## config.mk

```make
export PLATFORM = sky130hd
export DESIGN_NAME = abrf_outq
export DESIGN_NICKNAME = d
export VERILOG_FILES = /design/src/abrf_pkg.sv /design/src/abrf_outq.sv
export VERILOG_INCLUDE_DIRS = /design/src /design/src/src
export SDC_FILE = /design/constraint.sdc
export NUM_CORES = 1
export LEC_CHECK = 0
export BUFFER_PORTS_ARGS = -buffer_cell sky130_fd_sc_hd__buf_2
export CELL_PAD_IN_SITES_DETAIL_PLACEMENT = 2
export CELL_PAD_IN_SITES_GLOBAL_PLACEMENT = 2
export CORE_AREA = 2 2 309 311
export DETAILED_ROUTE_END_ITERATION = 7
export DIE_AREA = 0 0 311 313
export GPL_TIMING_DRIVEN = 0
export PLACE_DENSITY = 0.68
export SLEW_MARGIN = 25
export SYNTH_ARGS = -nofsm -noshare
export SYNTH_HDL_FRONTEND = slang
export SYNTH_SLANG_ARGS = --single-unit
```

## constraint.sdc

```tcl
create_clock -name clk -period 14.36 [get_ports clk]
set_clock_uncertainty 0.1 [all_clocks]
set_input_delay 2.872 -clock clk [delete_from_list [all_inputs] [get_ports clk]]
set_output_delay 2.872 -clock clk [all_outputs]
set_load 0.01 [all_outputs]
```

## src/assert_macros.svh

```systemverilog
// ----------------------------------------------------------------------------
// Assertion macros
// Shared concurrent assertion forms for the busy readout queue.
// ----------------------------------------------------------------------------
`ifndef ASSERT_MACROS_SVH
`define ASSERT_MACROS_SVH

// Condition must hold on every clock edge outside reset
`define ABRF_ASSERT_ALWAYS(lbl, clk, rstn, cond) \
  lbl: assert property (@(posedge clk) disable iff (!rstn) (cond)) \
    else $error("invariant violated");

// Consequent must hold in the cycle after the antecedent
`define ABRF_ASSERT_NEXT(lbl, clk, rstn, ante, cons) \
  lbl: assert property (@(posedge clk) disable iff (!rstn) (ante) |=> (cons)) \
    else $error("next-cycle check failed");

`endif

```

## src/abrf_pkg.sv

```systemverilog
// ----------------------------------------------------------------------------
// abrf_pkg
// Types and constants shared by the busy readout queue modules.
// ----------------------------------------------------------------------------
`default_nettype none

package abrf_pkg;

  localparam int RAW_W  = 16;
  localparam int CNT_W  = 32;
  localparam int QD_W   = 10;
  localparam int CFG_W  = 24;
  localparam int CIDX_W = 2;

  localparam int DEF_QUEUE_DEPTH = 1024;
  localparam int DEF_WORD_BITS   = 16;
  localparam int OQ_DEPTH        = 4;

  localparam logic [7:0]  RST_SCK_HALF = 8'd4;
  localparam logic [15:0] RST_RESTART  = 16'd150;
  localparam logic [15:0] RST_GUARD    = 16'd900;
  localparam logic [23:0] RST_RETRY    = 24'd150000;

  localparam logic [CIDX_W-1:0] CFG_SCK_HALF = 2'd0;
  localparam logic [CIDX_W-1:0] CFG_RESTART  = 2'd1;
  localparam logic [CIDX_W-1:0] CFG_GUARD    = 2'd2;
  localparam logic [CIDX_W-1:0] CFG_RETRY    = 2'd3;

  // One queued sample
  typedef struct packed {
    logic [RAW_W-1:0] raw;
    logic [CNT_W-1:0] seq;
    logic [CNT_W-1:0] stamp;
  } entry_t;

  // Per-tick status, registered so that it lines up with the queue read data
  typedef struct packed {
    logic             valid;
    logic             sck;
    logic             restart;
    logic             rv;
    logic [CNT_W-1:0] stored;
    logic [CNT_W-1:0] polls;
    logic [CNT_W-1:0] low_after;
    logic [CNT_W-1:0] dropped;
    logic [QD_W-1:0]  depth;
  } pend_t;

  // One complete result
  typedef struct packed {
    logic             sck;
    logic             restart;
    logic             rv;
    entry_t           sample;
    logic [CNT_W-1:0] stored;
    logic [CNT_W-1:0] polls;
    logic [CNT_W-1:0] low_after;
    logic [CNT_W-1:0] dropped;
    logic [QD_W-1:0]  depth;
  } res_t;

endpackage

`default_nettype wire

```

## src/abrf_outq.sv

```systemverilog
// ----------------------------------------------------------------------------
// abrf_outq
// Small result queue that decouples the tick engine from the consumer.
// ----------------------------------------------------------------------------
`default_nettype none

`include "assert_macros.svh"

module abrf_outq (
  input  wire                                    clk,
  input  wire                                    rst_n,
  input  wire                                    push,
  input  abrf_pkg::res_t                         push_data,
  output logic                                   pop_valid,
  input  wire                                    pop_ready,
  output abrf_pkg::res_t                         pop_data,
  output logic [$clog2(abrf_pkg::OQ_DEPTH):0]    count
);
  import abrf_pkg::*;

  localparam int AW = $clog2(OQ_DEPTH);

  res_t          slot_r [OQ_DEPTH];
  logic [AW-1:0] head_r, tail_r;
  logic [AW:0]   count_r;
  logic          pop;

  assign pop       = pop_valid && pop_ready;
  assign pop_valid = (count_r != '0);
  assign pop_data  = slot_r[head_r];
  assign count     = count_r;

  // Store pushed results
  always_ff @(posedge clk) begin
    if (push) begin
      slot_r[tail_r] <= push_data;
    end
  end

  // Advance pointers and occupancy
  always_ff @(posedge clk) begin
    if (!rst_n) begin
      head_r  <= '0;
      tail_r  <= '0;
      count_r <= '0;
    end else begin
      if (push) tail_r <= tail_r + AW'(1);
      if (pop)  head_r <= head_r + AW'(1);
      count_r <= count_r + (AW+1)'(push) - (AW+1)'(pop);
    end
  end

  `ABRF_ASSERT_ALWAYS(a_oq_bound, clk, rst_n, count_r <= (AW+1)'(OQ_DEPTH))

endmodule

`default_nettype wire

```

==> flow_summary_export.csv, run 1 <==
group,metric,value,unit
outcome,status,"finished, final reports clean",
power,pwr-share-comb,18.9,%
sta,slew_violations,0,
drt,post_drt_wl_per_cell,26.0,um
sta,slew_headroom,49.9,%
cts,cts_tree,"yes",
synthesis,synth_cell_types,21,
drt,avgViaCountPerCell,4.81,
finish,syn_to_final_growth,22.9,%
power,p_per_area,167,nW/um^2
sta,worst_slew_pin_slew,752,ps
cts,root_buffer,"clkbuf_16",
power,switching_share,25.5,%
worst_setup_path,arrival,2620,ps
placed_design,dp.cells,2938,
synthesis,ys.warnings.count,0,
drt,drtPass1Iterations,6,
cts,clock_path_buffers,3,
finish,final_cell_mix,"edfxtp_1 (884), buf_2 (470), mux4_2 (221)",
drt,drtIter0Drc,996,
drt,vias,15013,
finish,num-fill-cells,8747,
global_routing,overflow,0,
power,ir_drop,113,uV
global_routing,grt_max_degree,42,
floorplanning,start_util,34.6,%
worst_hold_path,whs_path_depth,2,
cts,cts_setup_buffers,0,
sta,finalSetupTns,0,ps
finish,instances_no_fill,3123,
synthesis,syn_area,32600,um^2
power,seq_power_share,45.6,%
sta,fin_crit,5590,ps
cts,cts-resized-gates,0,
worst_setup_path,crit_required,11390,ps
worst_setup_path,crit_type,"flip-flop to output port",
drt,drc_errors,0,
finish,multi_input_area,5250,um^2
global_routing,track_usage,16.8,%
power,clkPwrFrac,35.5,%
worst_setup_path,crit_fanout,10,
cts,clk_latency,680,ps
synthesis,synthCells,1199,
floorplanning,die_y,313,um
floorplanning,core,94200,um^2
synthesis,synth.area.top_cells,"edfxtp_1 (82%), mux4_2 (15%), buf_12 (1.3%)",
sta,hold_violations,0,
job,drv_cap,0,
power,p_int,4.97,mW
worst_setup_path,endpoint_kind,"output port",
floorplanning,rows,113,
synthesis,yosys.area.top_type,"edfxtp_1",
power,p_leak,13.3,nW
cts,cts_buffers,98,
finish,drive_above_1_share,47.4,%
synthesis,ys_seq_area_share,82.1,%
finish,finalNetCount,2005,
global_routing,grt_first_pass_wirelength,120000,um
floorplanning,io-pin-count,450,
synthesis,avgSynthCellArea,27.2,um^2
sta,setup-violations-final,0,
drt,totalWireLength,81200,um
placed_design,dp_hpwl,54100,um
placed_design,io_buffer_count,449,
global_routing,grt_antenna_before_repair,21,
synthesis,synth_seq_cells,893,
cts,ctsHoldBuffers,0,
sta,fmax,0.179,GHz
worst_setup_path,worstSetupStartpointType,"flip-flop",
sta,min_period_over_period,38.9,%
finish,seq_area,26700,um^2
sta,rsz0062_at_grt,"no",
worst_hold_path,hold_class,"flip-flop to flip-flop",
floorplanning,die-width,311,um
synthesis,synth_top_cell_area_share,81.5,%
worst_setup_path,r2r_cells,7,
cts,cts_max_level,3,
global_routing,grt_pass1_vias,17059,
floorplanning,die_area,97300,um^2
placed_design,gp_congestion,0.705,
synthesis,syn_nets,1431,
finish,layout_commonest_cell,"edfxtp_1",
cts,cts.sinks,893,
cts,path_clk_slew,60,ps
power,p_sw,1.70,mW
drt,ant_nets,0,
worst max-delay path: stages, from the launching register on:
cell	delay (ps)
dfxtp_1	300
buf_2	200
clkbuf_2	450
buf_2	420
mux4_2	360
buf_2	190
Yosys cell counts:
cell,instances
ha_1,6
buf_12,21
nand2_1,2
fa_1,1
nand2b_1,2
or3_1,1
buf_6,1
buf_2,21
inv_1,6
edfxtp_1,884
and2_1,8
xnor3_1,1
clkbuf_1,4
mux4_2,221
nor2b_1,1
o311ai_0,1
xor2_1,1
o31a_1,1
mux2i_1,4
dfxtp_1,9
buf_4,3
through the flow:
stage	cell area (um^2)	utilization, %	hold slack, ps	power, mW	setup WS (ps)
CTS	40000	42.5	439	6.80	8590
global placement	36400	38.7	366	4.38	741
floorplan	32600	-	349	3.89	5770
detailed placement	37000	39.3	425	4.39	9360
finish	40000	42.5	434	6.67	8770
global route	40000	42.5	450	6.94	8590
cells by family after synthesis:
logic type,after synthesis,synth area share (%)
AO/OA/AOI/OAI,2,0.0538
flip-flops,893,82.1
AND/OR/NAND/NOR,14,0.254
multiplexers,225,15.4
buffers and inverters,56,1.83
adder cells (fa/ha/maj),7,0.292
XOR/XNOR,2,0.0961
layout make-up:
class / instances / share of cell area (%)
well taps: 1265 / 3.95
multi-input cells: 250 / 13.1
clock inverters: 53 / 1.04
plain buffers: 50 / 1.44
inverters: 6 / 0.0563
diodes: 6 / 0.0375
repair buffers: 474 / 7.14
clock buffers: 126 / 6.44
flip-flops and latches: 893 / 66.8
metal layers:
metal  track usage, %  vias to the layer above  part of all wire [%]
met2             29.1                      430                    52
li1                 -                     6415                     -
met3             5.72                      162                   7.0
met1             19.7                     7974                    38
met5                0                        -                  0.24
met4             4.83                       32                   2.4
worst paths after layout:
| kind | startpoint | to | slack, ps |
|---|---|---|---|
| setup / recovery | flip-flop | pop_data[77] | 8770 |
| hold / removal | head_r[1]$_SDFFE_PN0P_ | flip-flop | 430 |
| setup reg to reg | count[1]$_SDFF_PN0_ | count[2]$_SDFF_PN0_ | 12100 |
| hold reg to reg | head_r[1]$_SDFFE_PN0P_ | flip-flop | 430 |
power by group through the flow:
stage | Clock [mW] | Sequential, mW | Combinational, mW
final | 2.37 | 3.04 | 1.26
after detailed placement | 0 | 3.09 | 1.30
after CTS | 2.45 | 3.04 | 1.31
after global placement | 0 | 3.14 | 1.24
after global routing | 2.54 | 3.05 | 1.36
after floorplan | 0 | 3.10 | 0.785
flip-flops by register name, summed over array words and instances, names as in the netlist, named ones only:
name / flops
slot_r: 884
count: 3
head_r: 2
tail_r: 2
Note: power is estimated with default switching activity, not from simulation.
==> run 2, diff against run 1 <==
- ABC_AREA: not set -> 1
- CORE_AREA: 2 2 309 311 -> 2 2 311 313
- DIE_AREA: 0 0 311 313 -> 0 0 313 315
- PLACE_DENSITY: 0.68 -> 0.74
- clock period: 14.36 -> 5.6 ns (I/O delays scaled with it)
==> run 2 against run 1 <==
  * Combinational power increased to 3.4 times the previous value
  * Cell count increased by 33%
  * Sequential share of layout area decreased by 1.4 points
  * Worst setup slack got worse by 7500 ps
  * Wire length increased by 46%
  * Sequential cell count unchanged
==> flow_summary_export.csv, run 2 <==
group,metric,value,unit
drt,drc_errors,0,
job,drv_cap,0,
global_routing,track_usage,23.3,%
cts,root_buffer,"clkbuf_16",
synthesis,avgSynthCellArea,15.0,um^2
synthesis,synth.area.top_cells,"edfxtp_1 (80%), o21ai_0 (6.1%), nor2_1 (5.1%)",
synthesis,synth_seq_cells,893,
worst_setup_path,endpoint_kind,"output port",
placed_design,dp.cells,3963,
placed_design,dp_hpwl,80000,um
sta,finalSetupTns,0,ps
finish,layout_commonest_cell,"edfxtp_1",
power,p_per_area,447,nW/um^2
drt,ant_nets,0,
finish,top_register,"slot_r",
worst_setup_path,worstSetupStartpointType,"flip-flop",
synthesis,synth_edf_count,884,
worst_setup_path,crit_required,4380,ps
synthesis,synth_mux_area_share,0,%
global_routing,grt_max_degree,25,
placed_design,io_buffer_count,449,
global_routing,grt_first_pass_wirelength,168000,um
global_routing,grt_antenna_before_repair,40,
worst_hold_path,min-delay-start,"head_r[0]$_SDFFE_PN0P_",
sta,min_period_over_period,77.4,%
synthesis,synth-simple-area-share,5.27,%
finish,final_cell_mix,"edfxtp_1 (884), buf_2 (505), nor2_1 (447)",
floorplanning,die_y,315,um
synthesis,post_synth_most_frequent_cells,"edfxtp_1 (884), nor2_1 (447), o21ai_0 (403)",
cts,path_clk_slew,60,ps
placed_design,gp_congestion,0.754,
power,power,18.3,mW
synthesis,synth_cell_types,20,
synthesis,ys.warnings.count,0,
cts,cts_setup_buffers,0,
finish,largest_reg_flops,884,
drt,drtPass1Iterations,5,
sta,hold_violations,0,
cts,cts-resized-gates,0,
finish,num-fill-cells,9474,
synthesis,yosys.area.top_type,"edfxtp_1",
floorplanning,die_area,98600,um^2
cts,ctsHoldBuffers,0,
sta,fmax,0.231,GHz
cts,clock_path_buffers,3,
drt,vias,22275,
drt,post_drt_wl_per_cell,28.4,um
drt,avgViaCountPerCell,5.35,
worst_setup_path,crit_type,"flip-flop to output port",
worst_hold_path,hold_class,"flip-flop to flip-flop",
power,p_leak,14.2,nW
sta,fin_crit,4340,ps
cts,cts_buffers,98,
drt,drtIter0Drc,1955,
cts,cts.sinks,893,
power,ir_drop,238,uV
cts,cts_max_level,3,
cts,clk_latency,660,ps
synthesis,ys_seq_area_share,81.0,%
finish,finish.utilization,42.7,%
synthesis,synthCells,2196,
synthesis,synth_top_cell_area_share,80.4,%
synthesis,yosys.cell_count.top_type,"edfxtp_1",
synthesis,synth_compound_area_share,11.0,%
floorplanning,rows,114,
sta,worst_slew_pin_slew,895,ps
synthesis,syn_area,33000,um^2
finish,syn_to_final_growth,23.9,%
finish,drive_above_1_share,25.4,%
sta,slew_headroom,40.3,%
cts,cts_tree,"yes",
floorplanning,die-width,313,um
synthesis,synth_fa_ha_area_share,0.288,%
finish,instances_no_fill,4167,
synthesis,synth_ff_type,"edfxtp_1",
synthesis,syn_nets,2428,
worst_setup_path,crit_fanout,10,
global_routing,grt_pass1_vias,24583,
drt,totalWireLength,118000,um
worst_setup_path,arrival,3120,ps
floorplanning,start_util,34.5,%
sta,rsz0062_at_grt,"no",
floorplanning,io-pin-count,450,
synthesis,async_flop_share,0,%
outcome,status,"finished, final reports clean",
worst_setup_path,r2r-start,"tail_r[1]$_SDFFE_PN0P_",
synthesis,synth_xor_area_share,0,%
global_routing,overflow,0,
synthesis,synth_top_family_by_area,"compound AO/OA/AOI/OAI gates",
sta,setup-violations-final,0,
finish,finalNetCount,3019,
floorplanning,core,95700,um^2
sta,slew_violations,0,
sta,worst_hold_slack,416,ps
run 2: cell count changes in the layout (fill, tap and decap cells not counted), moves of 22 or more:
cell	delta
buf_2	+35
mux4_2	-221
o21ai_1	+41
nor2_1	+447
o22ai_1	+221
clkbuf_1	+45
o21ai_0	+403
diode_2	+22
run 2: path summary, 6_finish.rpt:
kind / end / slack [ps] / cells past startpoint
hold reg to reg: head_r[0]$_SDFFE_PN0P_ / 420 / 2
hold / removal: head_r[0]$_SDFFE_PN0P_ / 420 / 2
setup / recovery: pop_data[145] / 1260 / 5
setup reg to reg: slot_r[1][92]$_DFFE_PP_ / 3100 / 7
run 2: critical path: stages, from the launching register on:
cell and delay [ps]:
dfxtp_1 340, buf_2 480, clkbuf_1 440, o21ai_0 180, o22ai_1 710, buf_2 270
run 2: stage by stage:
stage,setup slack [ps],area [um^2]
2_1_floorplan,613,33000
3_3_place_gp,-2960,36900
3_5_place_dp,1920,37800
4_1_cts,1180,40800
5_1_grt,1130,40900
6_report,1260,40900
run 2: power breakdown:
part           total (mW)  internal [mW]  leakage (nW)  switching, mW
clock network        6.27           3.57          1.50           2.71
registers            7.75           7.66          8.19         0.0916
logic                4.23           1.24          4.53           2.98
total                18.3           12.5          14.2           5.78
run 2: cell families after synthesis:
group,Yosys count
fa+ha+maj,7
compound gates,671
buf+inv,162
simple gates,463
flops,893
run 2: cell type report:
type | instances | area [um^2] | area share [%]
flip-flops and latches | 893 | 26700 | 65.4
multi-input cells | 1141 | 5470 | 13.4
repair buffers | 491 | 3150 | 7.70
clock buffers | 121 | 2560 | 6.26
well taps | 1276 | 1600 | 3.91
plain buffers | 145 | 738 | 1.81
clock inverters | 55 | 482 | 1.18
inverters | 17 | 81.3 | 0.199
diodes | 28 | 70.1 | 0.171
run 2: metal layers:
layer,global-route usage (%),vias up,wire length [um]
met2,41.3,688,62500
met5,0,-,105
met1,27.3,11772,45000
met4,10.8,16,4410
met3,4.34,217,6260
li1,-,9582,-
==> run 3, diff against run 2 <==
- PLACE_DENSITY: 0.74 -> 0.77
- clock period: 5.6 -> 3.65 ns (I/O delays scaled with it)
==> run 3 against run 2 <==
  * Core utilization rose by 0.31 points
  * Critical path depth increased by 2
  * Clock power up 55%
  * Worst setup slack got worse by 1200 ps
  * Sequential cell count unchanged
  * Count of clock-buffer cells in the layout fell by 2
  * Die area unchanged
  * Hold slack lost 250 ps
  * First-iteration DRC count decreased by 13%
  * Largest power group unchanged
  * Cell area is 0.72% higher
==> flow_summary_export.csv, run 3 (synthesis results as in run 2) <==
group,metric,value,unit
power,power,28.1,mW
floorplanning,die-width,313,um
worst_hold_path,hold_class,"primary input to flip-flop",
worst_setup_path,endpoint_kind,"output port",
worst_setup_path,worstSetupStartpointType,"flip-flop",
finish,fin_area,41200,um^2
finish,layout_commonest_cell,"edfxtp_1",
global_routing,grt_max_degree,26,
worst_setup_path,crit_fanout,10,
finish,instances_no_fill,4174,
placed_design,dp_hpwl,80000,um
sta,setup-violations-final,0,
worst_setup_path,crit_required,2820,ps
cts,cts_tree,"yes",
cts,cts_max_level,3,
drt,totalWireLength,118000,um
sta,finalSetupTns,0,ps
worst_setup_path,crit_type,"flip-flop to output port",
worst_setup_path,r2r_setup_slack,790,ps
finish,syn_to_final_growth,24.7,%
drt,vias,22186,
power,ir_drop,531,uV
cts,path_clk_slew,60,ps
placed_design,place_area,38000,um^2
global_routing,track_usage,23.3,%
worst_hold_path,min-delay-start,"push_data[155]",
finish,drive_above_1_share,26.0,%
power,p_leak,14.3,nW
sta,slew_headroom,56.5,%
sta,timing.final.ws_setup,97.9,ps
drt,drtPass1Iterations,8,
placed_design,io_buffer_count,449,
worst_hold_path,whs_path_depth,1,
finish,finalNetCount,3022,
sta,min_period_over_period,97.3,%
drt,post_drt_wl_per_cell,28.4,um
worst_hold_path,whs_endpoint,"slot_r[2][155]$_DFFE_PP_",
drt,avgViaCountPerCell,5.32,
job,drv_cap,0,
power,p_per_area,683,nW/um^2
sta,fmax,0.282,GHz
drt,drc_errors,0,
floorplanning,io-pin-count,450,
global_routing,grt_antenna_before_repair,38,
cts,root_buffer,"clkbuf_16",
worst_setup_path,arrival,2720,ps
global_routing,overflow,0,
floorplanning,rows,114,
sta,fin_crit,3550,ps
cts,clk_latency,680,ps
finish,largest_reg_flops,884,
drt,ant_nets,0,
floorplanning,die_area,98600,um^2
cts,ctsHoldBuffers,0,
cts,clock_path_buffers,3,
global_routing,grt_pass1_vias,24434,
sta,slew_violations,0,
sta,hold_violations,0,
finish,final_cell_mix,"edfxtp_1 (884), buf_2 (503), nor2_1 (447)",
worst_setup_path,r2r-start,"tail_r[0]$_SDFFE_PN0P_",
worst_setup_path,r2r_cells,10,
sta,worst_slew_pin_slew,652,ps
worst_setup_path,reg2reg_to,"slot_r[0][85]$_DFFE_PP_",
placed_design,gp_congestion,0.766,
floorplanning,start_util,34.5,%
floorplanning,die_y,315,um
finish,top_register,"slot_r",
cts,cts.sinks,893,
cts,cts_buffers,99,
floorplanning,core,95700,um^2
placed_design,dp.cells,3966,
drt,drtIter0Drc,1709,
global_routing,grt_first_pass_wirelength,169000,um
placed_design,post-place-ws,341,ps
outcome,status,"finished, final reports clean",
[run 3: changes by cell type in the layout (fill, tap and decap cells not counted), moves of 4 or more]
cell,before,now
nand2_8,0,4
buf_16,8,22
buf_12,34,23
clkinvlp_4,5,9
clkbuf_1,75,62
clkbuf_2,9,19
clkinv_1,16,24
clkinv_4,0,4
clkinv_2,22,16
nand2_1,14,10
[run 3: worst max path at each step]
stage	start	to
after global routing	flip-flop	pop_data[51]
after floorplan	push	slot_r[1][0]$_DFFE_PP_
after detailed placement	flip-flop	pop_data[129]
after CTS	flip-flop	pop_data[129]
final	flip-flop	pop_data[129]
after global placement	push	slot_r[3][87]$_DFFE_PP_
[run 3: per-stage QoR]
| step | utilization [%] | hold WS (ps) |
|---|---|---|
| after floorplan | - | 348 |
| after global placement | 38.6 | 368 |
| after detailed placement | 39.7 | 389 |
| after CTS | 42.9 | 105 |
| after global routing | 43.0 | 129 |
| final | 43.0 | 162 |
[run 3: layout make-up]
cell class	count	area [um^2]
fill	9346	54500
sequential	893	26700
multi-input combinational	1141	5540
timing repair buffer	494	3310
clock buffer	119	2570
tap	1276	1600
buffer	144	748
clock inverter	65	523
inverter	17	81.3
antenna	25	62.6
[run 3: layer usage]
layer | vias to the layer above | GRT usage, % | part of all wire [%]
met3 | 197 | 4.92 | 5.4
li1 | 9596 | - | -
met4 | 20 | 8.90 | 3.1
met2 | 702 | 42.0 | 53
met5 | - | 0 | 0.12
met1 | 11671 | 27.1 | 38
[run 3: power breakdown]
group / total (mW) / switching, mW / leakage [nW] / internal [mW]
clock: 9.73 / 4.26 / 1.51 / 5.47
sequential: 11.9 / 0.145 / 8.19 / 11.8
combinational: 6.51 / 4.58 / 4.63 / 1.94
[run 3: timing repair]
action                                  CTS  global route
buffers inserted                          0             0
endpoints found under the setup margin   13            11
resized for setup                         6            12
[run 3: critical path: stages (launching register included)]
cell	delay (ps)
dfxtp_1	320
buf_6	170
inv_4	190
buf_4	300
buf_2	350
nor2_1	90
o22ai_2	390
buf_2	220
