File: src/assert_macros.svh
// ----------------------------------------------------------------------------
// Assertion macros
// Shared concurrent assertion forms for the busy readout queue.
// ----------------------------------------------------------------------------
`ifndef ASSERT_MACROS_SVH
`define ASSERT_MACROS_SVH

// Condition must hold on every clock edge outside reset
`define ABRF_ASSERT_ALWAYS(lbl, clk, rstn, cond) \
  lbl: assert property (@(posedge clk) disable iff (!rstn) (cond)) \
    else $error("invariant violated");

// Consequent must hold in the cycle after the antecedent
`define ABRF_ASSERT_NEXT(lbl, clk, rstn, ante, cons) \
  lbl: assert property (@(posedge clk) disable iff (!rstn) (ante) |=> (cons)) \
    else $error("next-cycle check failed");

`endif

File: src/abrf_pkg.sv
// ----------------------------------------------------------------------------
// abrf_pkg
// Types and constants shared by the busy readout queue modules.
// ----------------------------------------------------------------------------
`default_nettype none

package abrf_pkg;

  localparam int RAW_W  = 16;
  localparam int CNT_W  = 32;
  localparam int QD_W   = 10;
  localparam int CFG_W  = 24;
  localparam int CIDX_W = 2;

  localparam int DEF_QUEUE_DEPTH = 1024;
  localparam int DEF_WORD_BITS   = 16;
  localparam int OQ_DEPTH        = 4;

  localparam logic [7:0]  RST_SCK_HALF = 8'd4;
  localparam logic [15:0] RST_RESTART  = 16'd150;
  localparam logic [15:0] RST_GUARD    = 16'd900;
  localparam logic [23:0] RST_RETRY    = 24'd150000;

  localparam logic [CIDX_W-1:0] CFG_SCK_HALF = 2'd0;
  localparam logic [CIDX_W-1:0] CFG_RESTART  = 2'd1;
  localparam logic [CIDX_W-1:0] CFG_GUARD    = 2'd2;
  localparam logic [CIDX_W-1:0] CFG_RETRY    = 2'd3;

  // One queued sample
  typedef struct packed {
    logic [RAW_W-1:0] raw;
    logic [CNT_W-1:0] seq;
    logic [CNT_W-1:0] stamp;
  } entry_t;

  // Per-tick status, registered so that it lines up with the queue read data
  typedef struct packed {
    logic             valid;
    logic             sck;
    logic             restart;
    logic             rv;
    logic [CNT_W-1:0] stored;
    logic [CNT_W-1:0] polls;
    logic [CNT_W-1:0] low_after;
    logic [CNT_W-1:0] dropped;
    logic [QD_W-1:0]  depth;
  } pend_t;

  // One complete result
  typedef struct packed {
    logic             sck;
    logic             restart;
    logic             rv;
    entry_t           sample;
    logic [CNT_W-1:0] stored;
    logic [CNT_W-1:0] polls;
    logic [CNT_W-1:0] low_after;
    logic [CNT_W-1:0] dropped;
    logic [QD_W-1:0]  depth;
  } res_t;

endpackage

`default_nettype wire

File: src/abrf_front.sv
// ----------------------------------------------------------------------------
// abrf_front
// Tick engine: readout sequencer, poll timers, ring pointers and counters.
// ----------------------------------------------------------------------------
`default_nettype none

`include "assert_macros.svh"

module abrf_front #(
  parameter int QUEUE_DEPTH = abrf_pkg::DEF_QUEUE_DEPTH,
  parameter int WORD_BITS   = abrf_pkg::DEF_WORD_BITS
) (
  input  wire                               clk,
  input  wire                               rst_n,
  input  wire                               acc,
  input  wire                               line_level,
  input  wire [31:0]                        ms_now,
  input  wire                               pop_request,
  input  wire                               clear_stats,
  input  wire                               cfg_we,
  input  wire [abrf_pkg::CIDX_W-1:0]        cfg_index,
  input  wire [abrf_pkg::CFG_W-1:0]         cfg_data,
  output logic                              wr_en,
  output logic [$clog2(QUEUE_DEPTH)-1:0]    wr_addr,
  output abrf_pkg::entry_t                  wr_data,
  output logic                              rd_en,
  output logic [$clog2(QUEUE_DEPTH)-1:0]    rd_addr,
  output abrf_pkg::pend_t                   pend
);
  import abrf_pkg::*;

  localparam int PW  = $clog2(QUEUE_DEPTH);
  localparam int PIW = $clog2(WORD_BITS + 2);

  typedef enum logic [1:0] {PH_IDLE, PH_HIGH, PH_LOW, PH_PULSE} phase_t;

  phase_t           phase_r, phase_nxt;
  logic [PIW-1:0]   pidx_r, pidx_nxt;
  logic [15:0]      ptim_r, ptim_nxt;
  logic [WORD_BITS-1:0] shift_r, shift_nxt;
  logic             store_r, store_nxt, by_edge_r, by_edge_nxt;
  logic [31:0]      stamp_r, stamp_nxt;
  logic             prev_r, prev_nxt, armed_r, armed_nxt;
  logic [31:0]      cyc_r, cyc_nxt, last_r, last_nxt, npoll_r, npoll_nxt;
  logic [31:0]      seq_r, seq_nxt;
  logic [PW-1:0]    wp_r, wp_nxt, rp_r, rp_nxt, wp_inc;
  logic [31:0]      c_st_r, c_st_nxt, c_po_r, c_po_nxt;
  logic [31:0]      c_lo_r, c_lo_nxt, c_dr_r, c_dr_nxt;
  logic [7:0]       sck_half_r;
  logic [15:0]      restart_r, guard_r;
  logic [23:0]      retry_r;
  pend_t            pend_r, pend_nxt;
  logic             edge_ok, rv;
  logic [31:0]      now, since_cap, since_poll;
  logic [PW:0]      diff;

  function automatic logic [PW-1:0] ptr_inc(input logic [PW-1:0] p);
    ptr_inc = (p == PW'(QUEUE_DEPTH - 1)) ? '0 : p + PW'(1);
  endfunction

  // Work out one tick
  always_comb begin
    phase_nxt = phase_r;   pidx_nxt = pidx_r;   ptim_nxt = ptim_r;
    shift_nxt = shift_r;   store_nxt = store_r; by_edge_nxt = by_edge_r;
    stamp_nxt = stamp_r;   prev_nxt = prev_r;   armed_nxt = armed_r;
    cyc_nxt = cyc_r;       last_nxt = last_r;   npoll_nxt = npoll_r;
    seq_nxt = seq_r;       wp_nxt = wp_r;       rp_nxt = rp_r;
    c_st_nxt = c_st_r;     c_po_nxt = c_po_r;   c_lo_nxt = c_lo_r;
    c_dr_nxt = c_dr_r;
    wr_en = 1'b0; wr_addr = wp_r; rd_en = 1'b0; rd_addr = rp_r;
    wr_data = '{raw: RAW_W'(shift_r), seq: seq_r, stamp: stamp_r};
    wp_inc = '0; rv = 1'b0; edge_ok = 1'b1;
    now = cyc_r; since_cap = '0; since_poll = '0;
    if (acc) begin
      // Clear queue and statistics
      if (clear_stats) begin
        wp_nxt = '0; rp_nxt = '0;
        c_st_nxt = '0; c_po_nxt = '0; c_lo_nxt = '0; c_dr_nxt = '0;
        seq_nxt = '0; last_nxt = now; npoll_nxt = now; armed_nxt = 1'b1;
        edge_ok = 1'b0;
      end
      // Pop the oldest sample
      if (pop_request && rp_nxt != wp_nxt) begin
        rv = 1'b1; rd_en = 1'b1; rd_addr = rp_nxt;
        rp_nxt = ptr_inc(rp_nxt);
      end
      // Advance readout sequencer
      since_cap  = now - last_nxt;
      since_poll = now - npoll_nxt;
      unique case (phase_r)
        PH_IDLE: begin
          if (edge_ok && prev_r && !line_level) begin
            phase_nxt = PH_HIGH; ptim_nxt = 16'd1; pidx_nxt = '0; shift_nxt = '0;
            store_nxt = 1'b1; by_edge_nxt = 1'b1; stamp_nxt = ms_now;
          end else if (line_level) begin
            armed_nxt = 1'b1;
          end else if (since_cap >= {16'd0, guard_r} && !since_poll[31]) begin
            c_po_nxt = c_po_nxt + 32'd1;
            phase_nxt = PH_HIGH; ptim_nxt = 16'd1; pidx_nxt = '0; shift_nxt = '0;
            store_nxt = armed_nxt; by_edge_nxt = 1'b0; stamp_nxt = ms_now;
          end
        end
        PH_HIGH: begin
          if (ptim_r >= {8'd0, sck_half_r}) begin
            phase_nxt = PH_LOW; ptim_nxt = 16'd1;
          end else begin
            ptim_nxt = ptim_r + 16'd1;
          end
        end
        PH_LOW: begin
          if (ptim_r >= {8'd0, sck_half_r}) begin
            if (pidx_r < PIW'(WORD_BITS)) begin
              shift_nxt = {shift_r[WORD_BITS-2:0], line_level};
            end
            pidx_nxt = pidx_r + PIW'(1);
            ptim_nxt = 16'd1;
            phase_nxt = (pidx_r >= PIW'(WORD_BITS)) ? PH_PULSE : PH_HIGH;
          end else begin
            ptim_nxt = ptim_r + 16'd1;
          end
        end
        PH_PULSE: begin
          if (ptim_r >= restart_r) begin
            last_nxt = now;
            if (!line_level) c_lo_nxt = c_lo_nxt + 32'd1;
            if (store_r) begin
              c_st_nxt = c_st_nxt + 32'd1;
              seq_nxt = seq_nxt + 32'd1;
              wp_inc = ptr_inc(wp_nxt);
              if (wp_inc == rp_nxt) begin
                c_dr_nxt = c_dr_nxt + 32'd1;
              end else begin
                wr_en = 1'b1; wr_addr = wp_nxt;
                wr_data = '{raw: RAW_W'(shift_r), seq: seq_nxt, stamp: stamp_r};
                wp_nxt = wp_inc;
              end
            end
            if (by_edge_r) begin
              armed_nxt = 1'b0; npoll_nxt = now + {16'd0, guard_r};
            end else if (line_level) begin
              armed_nxt = 1'b1; npoll_nxt = now;
            end else begin
              armed_nxt = 1'b0; npoll_nxt = now + {8'd0, retry_r};
            end
            phase_nxt = PH_IDLE; ptim_nxt = '0; store_nxt = 1'b0;
          end else begin
            ptim_nxt = ptim_r + 16'd1;
          end
        end
        default: phase_nxt = PH_IDLE;
      endcase
      prev_nxt = line_level;
      cyc_nxt = cyc_r + 32'd1;
    end
    // Assemble status for this tick
    diff = (wp_nxt >= rp_nxt) ? ({1'b0, wp_nxt} - {1'b0, rp_nxt})
                              : ({1'b0, wp_nxt} + (PW+1)'(QUEUE_DEPTH) - {1'b0, rp_nxt});
    pend_nxt = '{valid: acc, sck: (phase_nxt == PH_HIGH),
                 restart: (phase_nxt == PH_PULSE), rv: rv,
                 stored: c_st_nxt, polls: c_po_nxt, low_after: c_lo_nxt,
                 dropped: c_dr_nxt, depth: QD_W'(diff)};
  end

  // Hold state
  always_ff @(posedge clk) begin
    if (!rst_n) begin
      phase_r <= PH_IDLE; pidx_r <= '0; ptim_r <= '0; shift_r <= '0;
      store_r <= 1'b0; by_edge_r <= 1'b0; stamp_r <= '0;
      prev_r <= 1'b1; armed_r <= 1'b1; cyc_r <= '0; last_r <= '0;
      npoll_r <= '0; seq_r <= '0; wp_r <= '0; rp_r <= '0;
      c_st_r <= '0; c_po_r <= '0; c_lo_r <= '0; c_dr_r <= '0;
      pend_r <= '0;
    end else begin
      phase_r <= phase_nxt; pidx_r <= pidx_nxt; ptim_r <= ptim_nxt;
      shift_r <= shift_nxt; store_r <= store_nxt; by_edge_r <= by_edge_nxt;
      stamp_r <= stamp_nxt; prev_r <= prev_nxt; armed_r <= armed_nxt;
      cyc_r <= cyc_nxt; last_r <= last_nxt; npoll_r <= npoll_nxt;
      seq_r <= seq_nxt; wp_r <= wp_nxt; rp_r <= rp_nxt;
      c_st_r <= c_st_nxt; c_po_r <= c_po_nxt; c_lo_r <= c_lo_nxt;
      c_dr_r <= c_dr_nxt; pend_r <= pend_nxt;
    end
  end

  // Write configuration registers
  always_ff @(posedge clk) begin
    if (!rst_n) begin
      sck_half_r <= RST_SCK_HALF; restart_r <= RST_RESTART;
      guard_r <= RST_GUARD; retry_r <= RST_RETRY;
    end else if (cfg_we) begin
      unique case (cfg_index)
        CFG_SCK_HALF: sck_half_r <= cfg_data[7:0];
        CFG_RESTART:  restart_r  <= cfg_data[15:0];
        CFG_GUARD:    guard_r    <= cfg_data[15:0];
        CFG_RETRY:    retry_r    <= cfg_data[23:0];
        default: ;
      endcase
    end
  end

  assign pend = pend_r;

  `ABRF_ASSERT_NEXT(a_clear_no_drop, clk, rst_n, acc && clear_stats, c_dr_r == '0)

endmodule

`default_nettype wire

File: config.mk
export PLATFORM = sky130hd
export DESIGN_NAME = abrf_front
export DESIGN_NICKNAME = d
export VERILOG_FILES = /design/src/abrf_pkg.sv /design/src/abrf_front.sv
export VERILOG_INCLUDE_DIRS = /design/src /design/src/src
export SDC_FILE = /design/constraint.sdc
export NUM_CORES = 1
export LEC_CHECK = 0
export ABC_AREA = 1
export BUFFER_PORTS_ARGS = -buffer_cell sky130_fd_sc_hd__buf_2
export CAP_MARGIN = 10
export CORE_ASPECT_RATIO = 0.9
export CORE_UTILIZATION = 52
export DETAILED_ROUTE_END_ITERATION = 12
export PLACE_DENSITY = 0.8
export SYNTH_ARGS = -nofsm -noshare
export SYNTH_HDL_FRONTEND = slang
export SYNTH_SLANG_ARGS = --single-unit
File: constraint.sdc
create_clock -name clk -period 13.4 [get_ports clk]
set_clock_uncertainty 0.1 [all_clocks]
set_input_delay 2.01 -clock clk [delete_from_list [all_inputs] [get_ports clk]]
set_output_delay 2.01 -clock clk [all_outputs]
set_load 0.02 [all_outputs]
==> summary.txt, run 1 <==
Clocking
  – CTS Buf Count: 50
  – Post-CTS sizing: 0
  – Cts hold-fix bufs: 0
  – # Post-CTS Setup Buffers: 0
  – Clock root buffer: clkbuf_16
  – Reg clk slew, reported paths: 0.06 ns
  – Maximum clock insertion buffer count: 3
  – CTS tree: built
  – Worst-Skew Late Latency: 0.61 ns
  – Number of clock sinks: 429
  – H-tree lvl count: 2

Timing
  – TNS Setup: 0 ns
  – Slew margin rel.: 0.202
  – Slew Limit Fails: 0
  – Slew @ Worst Pin: 1.19 ns
  – Final Setup Violations: 0
  – Fmax: 0.0988 GHz
  – Minimum clock period: 10.12 ns
  – Hold Fails Final Rpt: 0
  – Fin crit share: 0.756
  – RSZ-0062 raised after global routing: no

Routing
  – DRT antenna net count: 0
  – Avg WL per Cell: 17.1 µm
  – Vias/cell: 5.65
  – Pre-Repair DR Iteration Count: 6
  – 1st-iter DRT viols: 2942
  – Post-Route WL: 93000 µm
  – Routed wl met3: 7520 µm
  – Vias after detailed routing: 30800
  – WL met1: 40500 µm
  – DRC errors left: 0
  – Top layer in use: met4
  – Routed wl met2: 40100 µm

Finish
  – Commonest non-fill, non-tap cell in the layout: nand2_1
  – Post-route cell area: 32300 µm²
  – Final Core Density: 0.593
  – Layout cells sized above 1: 0.0992
  – Area delta synth->final: 12.5%
  – Post-layout nets: 4933
  – N_diodes: 0
  – Most frequent cells in the layout: 815 x nand2_1, 621 x nor2_1, 585 x inv_1

Floorplanning
  – Site Rows: 81
  – Starting Density: 0.527
  – DIE AREA: 56100 µm²
  – Ports: 309
  – Core area: 54400 µm²
  – Die X: 250 µm
  – Die Span Y: 225 µm

Pwr
  – Int Pwr: 2300 µW
  – Clock share of power: 0.453
  – Leakage: 0.0138 µW
  – Psw: 904 µW
  – Worst vdd ir: 92.5 µV
  – Power Density: 99.2 nW/µm²
  – Part of the power in combinational logic: 0.131
  – Sequential power share: 0.416
  – Net Sw Frac: 0.283

Synth
  – Adder-cell share of the synthesized area: 0.0761
  – Syn Area/Cell: 6.37 µm²
  – Syn nets: 4743
  – Multiplexer share of the synthesized area: 0
  – Compound-Gate Fraction of Synth Area: 0.201
  – Top_reg_cell synth: dfxtp_1
  – Synth warnings: 0
  – Syn Inst Count: 4506
  – Number of synthesized flops with an enable pin: 0
  – XOR/XNOR Fraction of Synth Area: 0.0275
  – Largest family of logic cells by synthesized area: simple AND/OR/NAND/NOR gates
  – Library cells used by synthesis: 57
  – Seq/Total Area, Yosys: 0.299
  – Post-Synth Simple-Gate Area: 0.291
  – Seq cells post-synth: 429
  – Cell Area, Synth: 28700 µm²
  – Asr flop ratio synth: 0

Worst setup path
  – Crit Path Max Fanout: 51
  – Crit path required time: 11.29 ns
  – Worst Path Arrival: 8.01 ns
  – CP Capture Type: output pin
  – Worst setup path class: input pin to output pin
  – Setup crit start kind: input pin

Global routing
  – Congestion Overflow GR: 0
  – Largest net degree at the start of global routing: 109
  – First-pass GRT wire length: 146000 µm
  – Antenna violations before repair: 0
  – Vias in the first global route: 27500
  – GRT Overall Usage: 0.319

Run
  – Max-Cap Viols: 0

Outcome
  – Status: finished, final reports clean

Placed design
  – Final Wtd Congestion: 0.988
  – HPWL Detailed: 67900 µm
  – DP Area: 30500 µm²
  – Port Buffers: 308

Hold path
  – Hold WC Path Type: flop to flop
path summary, 6_finish.rpt:
kind         slack [ns]         from  cells after the start           to
max reg2reg        7.02    ptim_r[0]                     36      pend[9]
max                3.28  clear_stats                     20  wr_data[44]
min                0.36   retry_r[5]                      2   retry_r[5]
min reg2reg        0.36   retry_r[5]                      2   retry_r[5]
area by class of cell:
type,count,area [µm²]
Clock buffer,70,1470
Sequential cell,429,8590
Multi-Input combinational cell,3291,17100
Inverter,596,2250
Tap cell,705,882
Clock inverter,22,273
Timing Repair Buffer,328,1700
Fill cell,5169,22200
through the flow:
step	total power, µW	worst slack [ns]	hold slack [ns]	instances
finish	3200	3.28	0.363	5441
global route	3310	2.86	0.383	5441
CTS	3200	3.42	0.363	5441
detailed placement	1770	3.44	0.347	5349
global placement	1760	3.51	0.344	5349
floorplan	1640	5.56	0.333	4506
cells in the mapped netlist, types with 5 or more instances:
library cell	number	area (µm²)
nand2_1	817	3070
nor2_1	621	2330
inv_1	587	2200
a21oi_1	558	2790
dfxtp_1	429	8590
o21ai_0	366	1830
nand3_1	207	1040
ha_1	168	2100
clkbuf_1	145	544
nor3_1	128	641
nand4_1	81	507
xor2_1	57	499
o21a_1	41	308
xnor2_1	33	289
nor4_1	32	200
o211ai_1	32	240
buf_1	27	101
nand3b_1	14	105
buf_2	12	60.1
o22ai_1	11	68.8
a22oi_1	8	60.1
nand2_2	8	50.1
nor2_2	8	50.1
a211oi_1	7	52.6
nor2_4	7	78.8
nor3b_1	7	52.6
o31ai_1	7	52.6
or2_2	7	43.8
a21boi_0	6	45.0
a31oi_1	6	37.5
o221ai_1	6	52.6
clkinv_1	5	18.8
o2111ai_1	5	43.8
o21ai_1	5	25.0
power by group through the flow:
stage	sequential, µW	clock, µW	combinational [µW]
floorplan	1370	0	272
global placement	1360	0	405
detailed placement	1360	0	410
CTS	1330	1460	412
global route	1330	1520	461
finish	1330	1450	419
cells by family after synthesis:
kind of cell,Yosys count
and+or+nand+nor,1954
AOI/OAI and AO/OA,1075
buffers and inverters,786
DFF,429
adders and majority gates,172
xor gates and xnor gates,90
registers in the layout (all words and copies together) (netlist names), 2 cells and up:
name,flops
cyc_r,32
guard_r,16
last_r,32
npoll_r,32
pend,142
phase_r,2
pidx_r,5
ptim_r,16
restart_r,16
retry_r,24
rp_r,10
sck_half_r,8
seq_r,32
shift_r,16
stamp_r,32
wp_r,10
worst max-delay path, stage by stage:
cell and delay, ns:
buf_4 0.39, buf_4 0.67, buf_4 0.54, nor2_2 0.16, nand2_1 0.09, nand2_1 0.06
nor2_2 0.13, nand2_2 0.09, o21bai_4 0.41, inv_1 0.11, o21ai_1 0.09, nand2_1 0.11
xnor2_1 0.19, nand3_2 0.23, nand2_1 0.30, nor2_1 0.99, clkinv_1 0.77, nand2_1 0.24
xor2_1 0.17, buf_2 0.18
routing by layer:
layer / up-vias / GRT usage
met2: 1323 / 0.495
met1: 13900 / 0.431
met3: 259 / 0.0508
met4: 0 / 0.156
li1: 15200 / -
met5: - / 0
Note: power is estimated with default switching activity, not from simulation.
==> inputs of run 2 (changes only) <==
ABC_AREA = 0   (was 1)
PLACE_DENSITY = 0.83   (was 0.8)
clock period = 8.8 ns   (was 13.4 ns; I/O delays follow)
==> run 2 against run 1 <==
Final area fell by 3.2%. Critical path type is now input pin to flop. Critical path depth rose by 7. Total power rose by 45%. Via count fell by 11%. Count of clock-buffer cells in the layout fell by 11. Die area fell by 2.9%. Critical endpoint is now ptim_r[5]. Area after synthesis fell by 3.0%.
==> summary.txt, run 2 <==
Outcome
  – Status: finished, final reports clean

Floorplanning
  – DIE AREA: 54500 µm²
  – Die Span Y: 221 µm
  – Die X: 246 µm
  – Core area: 53000 µm²
  – Ports: 309
  – Starting Density: 0.526
  – Site Rows: 80

Worst setup path
  – R2R cell count: 22
  – Worst Path Arrival: 7.76 ns
  – Reg2reg start: cyc_r[1]
  – Most used cell, CP: a21oi_1
  – CP startpoint: clear_stats
  – CP Capture Type: flop
  – CP peak stage delay: 0.98 ns
  – Worst setup path class: input pin to flop
  – Crit Path Max Fanout: 55
  – Crit path required time: 9.22 ns
  – Setup crit start kind: input pin
  – Crit-path slowest cell: o2111ai_2

Hold path
  – Hold path start: last_r[23]
  – WHS Path Cells: 2
  – Hold WC Path Type: flop to flop

Clocking
  – CTS tree: built
  – Cts hold-fix bufs: 0
  – CTS Buf Count: 47
  – Reg clk slew, reported paths: 0.06 ns
  – # Post-CTS Setup Buffers: 0
  – Number of clock sinks: 429
  – Post-CTS sizing: 0
  – Maximum clock insertion buffer count: 3
  – H-tree lvl count: 2
  – Worst-Skew Late Latency: 0.61 ns
  – Clock root buffer: clkbuf_16

Placed design
  – DP Area: 29600 µm²
  – Port Buffers: 308
  – Dpl ws: 1.05 ns
  – HPWL Detailed: 57300 µm
  – Final Wtd Congestion: 0.974

Finish
  – N_diodes: 0
  – Final Core Density: 0.590
  – Post-route cell area: 31200 µm²
  – Post-layout nets: 4021
  – Layout cells sized above 1: 0.127
  – Area delta synth->final: 12.2%
  – Most frequent cells in the layout: 532 x nand2_1, 429 x dfxtp_1, 355 x nor2_1
  – Number of fill cells: 4723
  – Commonest non-fill, non-tap cell in the layout: nand2_1
  – Max reg flops: 142

Global routing
  – Congestion Overflow GR: 0
  – Vias in the first global route: 25200
  – GRT Overall Usage: 0.295
  – First-pass GRT wire length: 133000 µm
  – Largest net degree at the start of global routing: 146
  – Antenna violations before repair: 0

Synth
  – Asr flop ratio synth: 0
  – Library cells used by synthesis: 103
  – Syn Area/Cell: 7.66 µm²
  – Seq cells post-synth: 429
  – Synth top area cells: dfxtp_1 31%, ha_1 7.6%, nand2_1 7.2%, a21oi_1 5.2%, mux2i_1 4.8%
  – Share of Yosys cell area claimed by the top area cell type: 0.309
  – Syn Inst Count: 3633
  – Number of synthesized flops with an enable pin: 0
  – Synth warnings: 0
  – Syn nets: 3870
  – Seq/Total Area, Yosys: 0.309
  – Count leader, synth: nand2_1
  – Top_reg_cell synth: dfxtp_1
  – Commonest cells post-synth: 533 x nand2_1, 429 x dfxtp_1, 355 x nor2_1
  – Synth area leader: dfxtp_1
  – Cell Area, Synth: 27800 µm²

Timing
  – Slew @ Worst Pin: 1.17 ns
  – Slew Limit Fails: 0
  – TNS Setup: 0 ns
  – Hold Fails Final Rpt: 0
  – RSZ-0062 raised after global routing: no
  – Fin crit share: 0.834
  – Final Setup Violations: 0
  – Final worst slack: 1.46 ns
  – Slew margin rel.: 0.223
  – Fmax: 0.136 GHz
  – Minimum clock period: 7.34 ns

Run
  – Max-Cap Viols: 0

Routing
  – Pre-Repair DR Iteration Count: 6
  – Post-Route WL: 82900 µm
  – Vias/cell: 6.07
  – Vias after detailed routing: 27400
  – DRT antenna net count: 0
  – DRC errors left: 0
  – 1st-iter DRT viols: 2502
  – Avg WL per Cell: 18.4 µm

Pwr
  – Worst vdd ir: 163 µV
  – Leakage: 0.0133 µW
  – Power Density: 148 nW/µm²
[run 2: power breakdown]
part	internal (µW)	switching (µW)
combinational	170	328
clock	1260	866
sequential	1970	26.8
[run 2: cell families after synthesis]
logic type / Yosys count / share of synthesized area
multiplexers: 143 / 0.0518
XOR/XNOR: 192 / 0.0612
adder cells (fa/ha/maj): 172 / 0.0784
buffers and inverters: 362 / 0.0514
AO/OA/AOI/OAI: 823 / 0.189
flip-flops: 429 / 0.309
AND/OR/NAND/NOR: 1512 / 0.260
[run 2: worst paths after layout]
kind / to / slack, ns
worst max-delay path: ptim_r[5] / 1.46
worst min-delay path: last_r[23] / 0.35
worst min register to register: last_r[23] / 0.35
worst max register to register: ptim_r[5] / 2.23
[run 2: final cells by class]
type	instances	area, µm²	share of cell area
flip-flops and latches	429	8590	0.275
clock buffers	59	1300	0.0417
well taps	697	872	0.0279
clock inverters	22	328	0.0105
inverters	125	477	0.0153
repair buffers	339	1790	0.0572
multi-input cells	2842	17900	0.572
[run 2: stage by stage]
stage          instances  hold slack [ns]  total power [µW]
6_report            4513            0.354              4620
2_1_floorplan       3633            0.334              2380
4_1_cts             4513            0.353              4630
5_1_grt             4513            0.369              4770
3_3_place_gp        4432            0.342              2510
3_5_place_dp        4432            0.346              2520
[run 2: routing by layer]
metal | vias up | global-route usage | part of all wire
met5 | - | 0 | 0
met4 | 0 | 0.109 | 0.035
met3 | 204 | 0.0605 | 0.089
met2 | 1197 | 0.457 | 0.44
met1 | 12800 | 0.401 | 0.43
li1 | 13200 | - | -
[run 2: critical path, delay by kind of cell]
| family | cells | cell delay, ns |
|---|---|---|
| adder cells (fa/ha/maj) | 3 | 0.89 |
| buffers and inverters | 1 | 0.39 |
| multiplexers | 1 | 0.40 |
| AO/OA/AOI/OAI | 14 | 3.03 |
| AND/OR/NAND/NOR | 7 | 1.49 |
| XOR/XNOR | 1 | 0.15 |
